### config.mk
export PLATFORM = sky130hd
export DESIGN_NAME = stable_min_priority_queue_core
export DESIGN_NICKNAME = d
export VERILOG_FILES = /design/src/rtl/core/smpq_pkg.sv /design/src/rtl/core/smpq_cell.sv /design/src/rtl/core/stable_min_priority_queue_core.sv
export SDC_FILE = /design/constraint.sdc
export NUM_CORES = 2
export LEC_CHECK = 0
export BUFFER_PORTS_ARGS = -buffer_cell sky130_fd_sc_hd__buf_2
export CAP_MARGIN = 20
export CELL_PAD_IN_SITES_DETAIL_PLACEMENT = 0
export CELL_PAD_IN_SITES_GLOBAL_PLACEMENT = 1
export CORE_UTILIZATION = 48
export DETAILED_ROUTE_END_ITERATION = 10
export GPL_ROUTABILITY_DRIVEN = 0
export PLACE_DENSITY_LB_ADDON = 0.1
export SLEW_MARGIN = 20
export SYNTH_ARGS = -nofsm -noshare
export SYNTH_HDL_FRONTEND = slang
export SYNTH_SLANG_ARGS = --single-unit
### constraint.sdc
create_clock -name aclk -period 11.76 [get_ports aclk]
set_input_delay 0 -clock aclk [delete_from_list [all_inputs] [get_ports aclk]]
set_output_delay 0 -clock aclk [all_outputs]
set_load 0.01 [all_outputs]
### src/rtl/core/smpq_pkg.sv
`default_nettype none

package smpq_pkg;

    // Queue geometry and field widths
    localparam int DEPTH      = 16;
    localparam int ELEM_WIDTH = 32;
    localparam int PRIO_WIDTH = 16;
    localparam int CNT_WIDTH  = $clog2(DEPTH + 1);

    // Output field widths (fixed by the result format)
    localparam int OUT_ELEM_WIDTH = 32;
    localparam int OUT_PRIO_WIDTH = 16;
    localparam int OUT_CNT_WIDTH  = 5;
    localparam int STATUS_WIDTH   = 2;

    // Beat widths, rounded up to whole bytes
    localparam int S_DATA_BITS  = ELEM_WIDTH + PRIO_WIDTH;
    localparam int S_DATA_WIDTH = ((S_DATA_BITS + 7) / 8) * 8;
    localparam int M_DATA_BITS  = OUT_ELEM_WIDTH + OUT_PRIO_WIDTH + OUT_CNT_WIDTH + 1
                                  + STATUS_WIDTH;
    localparam int M_DATA_WIDTH = ((M_DATA_BITS + 7) / 8) * 8;

    typedef enum logic {
        CMD_ENQUEUE = 1'b0,
        CMD_DEQUEUE = 1'b1
    } cmd_t;

    typedef enum logic [STATUS_WIDTH-1:0] {
        STATUS_OK        = 2'd0,
        STATUS_FULL      = 2'd1,
        STATUS_DEQ_EMPTY = 2'd2
    } status_t;

    // One stored entry
    typedef struct packed {
        logic [ELEM_WIDTH-1:0] elem;
        logic [PRIO_WIDTH-1:0] prio;
    } entry_t;

    // Per-beat control broadcast to every cell
    typedef struct packed {
        logic ins_en;
        logic deq_en;
    } cell_ctl_t;

endpackage : smpq_pkg

`default_nettype wire

### src/rtl/core/smpq_cell.sv
`default_nettype none

module smpq_cell
    import smpq_pkg::*;
(
    input  wire logic      aclk,
    input  wire cell_ctl_t ctl,
    input  wire logic      occupied,
    input  wire entry_t    new_entry,
    input  wire entry_t    left_entry,
    input  wire logic      left_keep,
    input  wire entry_t    right_entry,
    output entry_t         entry,
    output entry_t         entry_next,
    output logic           keep
);

    entry_t entry_reg;

    // New entry goes behind this one when its priority is not smaller
    assign keep = occupied && (new_entry.prio >= entry_reg.prio);

    // Insert: hold, take the new entry, or take the left neighbour's.
    // Dequeue: take the right neighbour's.
    always_comb begin
        entry_next = entry_reg;
        if (ctl.ins_en) begin
            if (!keep) begin
                entry_next = left_keep ? new_entry : left_entry;
            end
        end else if (ctl.deq_en) begin
            entry_next = right_entry;
        end
    end

    always_ff @(posedge aclk) begin
        entry_reg <= entry_next;
    end

    assign entry = entry_reg;

endmodule : smpq_cell

`default_nettype wire

### src/rtl/core/stable_min_priority_queue_core.sv
`default_nettype none

// Sorted priority queue of DEPTH entries built as a row of compare-and-shift
// cells. One enqueue or dequeue beat is taken per clock while s_tready is high:
// every cell compares the incoming priority with its own in parallel and the
// row shifts at once, so the rate is one beat per cycle unless the output is
// stalled, and the result beat appears on the cycle after acceptance from an
// output register. Entries of equal priority leave in arrival order. An enqueue
// on a full queue and a dequeue on an empty queue leave it unchanged and are
// flagged in the status field. No fill or clearing pass is needed after reset.
module stable_min_priority_queue_core
    import smpq_pkg::*;
(
    input  wire logic                    aclk,
    input  wire logic                    aresetn,
    // s_tdata: elem [31:0], prio [47:32]
    input  wire logic [S_DATA_WIDTH-1:0] s_tdata,
    // s_tuser: cmd
    input  wire logic                    s_tuser,
    input  wire logic                    s_tvalid,
    output logic                         s_tready,
    // m_tdata: front_elem [31:0], front_prio [47:32], count [52:48],
    //          is_empty [53], status [55:54]
    output logic [M_DATA_WIDTH-1:0]      m_tdata,
    output logic                         m_tvalid,
    input  wire logic                    m_tready
);

    logic [CNT_WIDTH-1:0]    count_reg, count_next;
    logic                    m_valid_reg, m_valid_next;
    logic [M_DATA_WIDTH-1:0] m_data_reg, m_data_next;

    logic      s_accept;
    cmd_t      cmd;
    entry_t    new_entry;
    cell_ctl_t ctl;
    status_t   status;
    logic      full;
    logic      empty;

    entry_t     cell_entry [DEPTH];
    entry_t     cell_next  [DEPTH];
    logic [DEPTH-1:0] cell_keep;
    logic [DEPTH-1:0] cell_occ;

    entry_t               front;
    logic [OUT_ELEM_WIDTH-1:0] out_elem;
    logic [OUT_PRIO_WIDTH-1:0] out_prio;
    logic [OUT_CNT_WIDTH-1:0]  out_cnt;
    logic                 out_empty;

    // Input beat decode
    assign s_tready       = !m_valid_reg || m_tready;
    assign s_accept       = s_tvalid && s_tready;
    assign cmd            = cmd_t'(s_tuser);
    assign new_entry.elem = s_tdata[ELEM_WIDTH-1:0];
    assign new_entry.prio = s_tdata[ELEM_WIDTH +: PRIO_WIDTH];

    assign full  = (count_reg == CNT_WIDTH'(DEPTH));
    assign empty = (count_reg == '0);

    // Shift control and status
    always_comb begin
        ctl.ins_en = 1'b0;
        ctl.deq_en = 1'b0;
        status     = STATUS_OK;
        count_next = count_reg;
        if (s_accept) begin
            unique case (cmd)
                CMD_ENQUEUE: begin
                    if (full) begin
                        status = STATUS_FULL;
                    end else begin
                        ctl.ins_en = 1'b1;
                        count_next = count_reg + CNT_WIDTH'(1);
                    end
                end
                CMD_DEQUEUE: begin
                    if (empty) begin
                        status = STATUS_DEQ_EMPTY;
                    end else begin
                        ctl.deq_en = 1'b1;
                        count_next = count_reg - CNT_WIDTH'(1);
                    end
                end
                default: begin
                    status = STATUS_OK;
                end
            endcase
        end
    end

    // Row of cells
    genvar gi;
    generate
        for (gi = 0; gi < DEPTH; gi++) begin : g_cell
            entry_t left_e;
            logic   left_k;
            entry_t right_e;

            assign cell_occ[gi] = (count_reg > CNT_WIDTH'(gi));

            if (gi == 0) begin : g_first
                assign left_e = new_entry;
                assign left_k = 1'b1;
            end else begin : g_mid
                assign left_e = cell_entry[gi-1];
                assign left_k = cell_keep[gi-1];
            end

            if (gi == DEPTH - 1) begin : g_last
                assign right_e = cell_entry[gi];
            end else begin : g_inner
                assign right_e = cell_entry[gi+1];
            end

            smpq_cell u_cell (
                .aclk        (aclk),
                .ctl         (ctl),
                .occupied    (cell_occ[gi]),
                .new_entry   (new_entry),
                .left_entry  (left_e),
                .left_keep   (left_k),
                .right_entry (right_e),
                .entry       (cell_entry[gi]),
                .entry_next  (cell_next[gi]),
                .keep        (cell_keep[gi])
            );
        end
    endgenerate

    // Result beat from the state after this step
    assign front     = cell_next[0];
    assign out_empty = (count_next == '0);
    assign out_elem  = out_empty ? '0 : OUT_ELEM_WIDTH'(front.elem);
    assign out_prio  = out_empty ? '0 : OUT_PRIO_WIDTH'(front.prio);
    assign out_cnt   = OUT_CNT_WIDTH'(count_next);

    always_comb begin
        m_data_next  = m_data_reg;
        m_valid_next = m_valid_reg;
        if (s_accept) begin
            m_data_next  = M_DATA_WIDTH'({status, out_empty, out_cnt, out_prio, out_elem});
            m_valid_next = 1'b1;
        end else if (m_tready) begin
            m_valid_next = 1'b0;
        end
    end

    always_ff @(posedge aclk) begin
        if (!aresetn) begin
            count_reg   <= '0;
            m_valid_reg <= 1'b0;
        end else begin
            count_reg   <= count_next;
            m_valid_reg <= m_valid_next;
        end
    end

    always_ff @(posedge aclk) begin
        m_data_reg <= m_data_next;
    end

    assign m_tvalid = m_valid_reg;
    assign m_tdata  = m_data_reg;

    // Checks
    a_count_bound: assert property (@(posedge aclk) disable iff (!aresetn)
        count_reg <= CNT_WIDTH'(DEPTH))
        else $error("entry count beyond depth");

    a_one_shift: assert property (@(posedge aclk) disable iff (!aresetn)
        !(ctl.ins_en && ctl.deq_en))
        else $error("insert and dequeue in the same cycle");

    a_front_sorted: assert property (@(posedge aclk) disable iff (!aresetn)
        (count_reg >= CNT_WIDTH'(2)) |-> (cell_entry[0].prio <= cell_entry[1].prio))
        else $error("front pair out of order");

    a_ins_count: assert property (@(posedge aclk) disable iff (!aresetn)
        ctl.ins_en |=> (count_reg == $past(count_reg) + CNT_WIDTH'(1)))
        else $error("count not advanced on insert");

    a_deq_empty_flag: assert property (@(posedge aclk) disable iff (!aresetn)
        (s_accept && status == STATUS_DEQ_EMPTY) |=> (m_tvalid && m_tdata[53]))
        else $error("empty dequeue reported non-empty");

endmodule : stable_min_priority_queue_core

`default_nettype wire
==> run metrics <==
# Max-Cap Violations=0; register area share after synthesis=0.484; top cells by count, synth=776 x edfxtp_1, 432 x nor2_1, 413 x clkbuf_1; WHS=between 60 and 70 ps; CTS clock-pin slew for the worst setup and hold paths=around 60 ps; Clock Latency Late Sink=680 ps; VDD IR max=210 uV; Final min period=4850 ps; fraction of layout cells with a size suffix above 1=0.0888; mean number of vias per cell=6.24; fmax=206 MHz; clk sinks=a little over 800; post-layout util=0.531; detailed-routing wirelength on met1=59,900 um; Routed Antenna Nets=0; slew margin rel.=0.277; ranking of synthesized cells by area=edfxtp_1 46%, mux2i_1 7.1%, ha_1 6.5%, a21oi_1 3.7%, nor2_1 3.2%; H-tree Lvls=3; Synth Instances=just over 5,000; Post-CTS Repair Setup Buffers=0; Nets=5,183; area of the mapped netlist=~50,000 um2; worst hold path type=primary input to flop; routed wl met3=4860 um; TritonRoute pass-1 iters=8; number of inserted diodes=0; Root Driver=clkbuf_16; post-synthesis async set-or-reset flop share=0; Setup TNS=0 ps; max reg flops=768; Syn-to-layout area delta=9.36%; CP Capture Type=flop; first-pass GRT wire length=225,000 um; Syn Area/Cell=9.97 um2; number of port buffers=110; Clock Skews=22.2 ps; Die Area=106,000 um2; Worst-Margin Slew=about 1100 ps; CTS tree=done; dominant synthesized flop cell=edfxtp_1; Setup crit start kind=flop; dominant cell type by area after synthesis=edfxtp_1; post-DP HPWL=91,400 um; die height=about 330 um; worst reg2reg path endpoint=g_cell[13].u_cell.entry[2]$_DFFE_PP_; WL/cell=22.4 um; DRC=0; Critical Path RT=between 10,000 and 15,000 ps; Max FO, Critical Path=102; WL met2=73,800 um; overall global routing resource usage=0.261; DRT iter0 DRCs=3,111; TritonCTS buffer count=96; synthesized net count=5,367; initial antenna violation count=0; cells on worst reg2reg path=7; fin crit share=0.412; I/O pin total=111; highest metal used=met4; critical path arrival=5210 ps; # setup viols final=0; final hold vios=0; final wirelength=142,000 um; Critical Path Sink=g_cell[13].u_cell.entry[2]$_DFFE_PP_; CTS Buffer Depth=3; pin count of the biggest net entering global routing=207; fin. max-slew vios=0; initial core utilization=0.485; GRT Residual Overflow=0; Leak=21.7 nW; RSZ-0062 raised after global routing=false; Yosys cell types=69; PD cells=183 nW/um2; Site Rows=roughly 120; vias in the first global route=a little under 40,000; die width=326 um; flop2flop setup slack=6910 ps; Critical Path Source=count_reg[1]$_SDFF_PN0_; count leader, synth=edfxtp_1; #FFs+latches synth=830; Post-synth EDFFs=776; area share of the largest cell type after synthesis=0.463; reg2reg start=count_reg[1]$_SDFF_PN0_; via count=39,464; Crit Path Class=flop to flop; yosys warns=0; status=finished clean; area of the core=about 100,000 um2
## metal layers
layer,up-vias,GRT usage
met2,826,0.469
met4,0,0.0654
met5,-,0
met3,199,0.0273
met1,19686,0.336
li1,18753,-
## cell families after synthesis
group,Yosys count,share of synthesized area
buf+inv,775,0.0601
fa+ha+maj,262,0.0651
mux,407,0.0821
flops,830,0.484
simple gates,1363,0.125
compound gates,1415,0.183
## where the power goes
group	leakage, nW	internal [mW]	switching (mW)	total, mW
Sequential	7.78	4.01	0.387	4.40
Combinational	12.5	0.953	1.77	2.73
Clock	1.47	1.68	1.28	2.96
Total	21.7	6.65	3.44	10.1
## critical path, cell delays in order (launching register included)
cell,delay [ps]
dfxtp_1,650
inv_1,190
ha_1,310
a311oi_4,650
buf_4,680
buf_4,790
buf_4,870
o221ai_1,220
## final cells by class
cell class	instances	area, um2
multi-input combinational	3447	23300
fill	9490	48700
clock buffer	129	2610
clock inverter	46	385
inverter	253	950
sequential	830	24400
timing repair buffer	240	1700
tap	1380	1730
## timing repair
action                     in CTS  in global routing
gates resized for setup         0                  0
hold buffers                   41                  0
setup endpoints to repair       0                  0
hold endpoints to repair      339                  0
## how the worst min path moves through the flow
| stage | start | end | depth (start not counted) |
|---|---|---|---|
| after detailed placement | aresetn | count_reg[4]$_SDFF_PN0_ | 2 |
| after floorplan | aresetn | count_reg[0]$_SDFF_PN0_ | 1 |
| after global routing | s_tdata[37] | g_cell[8].u_cell.entry[5]$_DFFE_PP_ | 4 |
| final | s_tdata[39] | g_cell[14].u_cell.entry[7]$_DFFE_PP_ | 4 |
| after global placement | aresetn | count_reg[4]$_SDFF_PN0_ | 2 |
| after CTS | s_tdata[39] | g_cell[8].u_cell.entry[7]$_DFFE_PP_ | 4 |
## through the flow
| step | instance area (um2) | setup slack, ps | power, mW | instances |
|---|---|---|---|---|
| 6_report | 55100 | 6910 | 10.1 | 6325 |
| 4_1_cts | 55100 | 6960 | 10.2 | 6325 |
| 3_3_place_gp | 51600 | 7100 | 7.13 | 6107 |
| 5_1_grt | 55100 | 6510 | 10.6 | 6325 |
| 2_1_floorplan | 50400 | 5700 | 6.32 | 5052 |
| 3_5_place_dp | 51700 | 6960 | 7.18 | 6109 |
## cell usage in the layout (no fill, tap or decap), types with 48 or more instances in the layout
cell,n
nor2b_1,80
mux2_2,48
o221ai_1,181
inv_1,251
edfxtp_1,776
nor4_1,96
a21oi_1,365
a211oi_1,87
nand3_1,178
a31oi_1,104
a211o_1,59
nor3_1,51
nor2_1,428
o211ai_1,56
nand2_1,361
ha_1,262
mux2i_1,359
dfxtp_1,54
o21ai_0,268
a22oi_1,64
buf_2,110
nand4_1,73
clkbuf_16,96
a221oi_1,70
buf_4,83
o22ai_1,51
No activity file was read; power rests on OpenSTA's default activity.
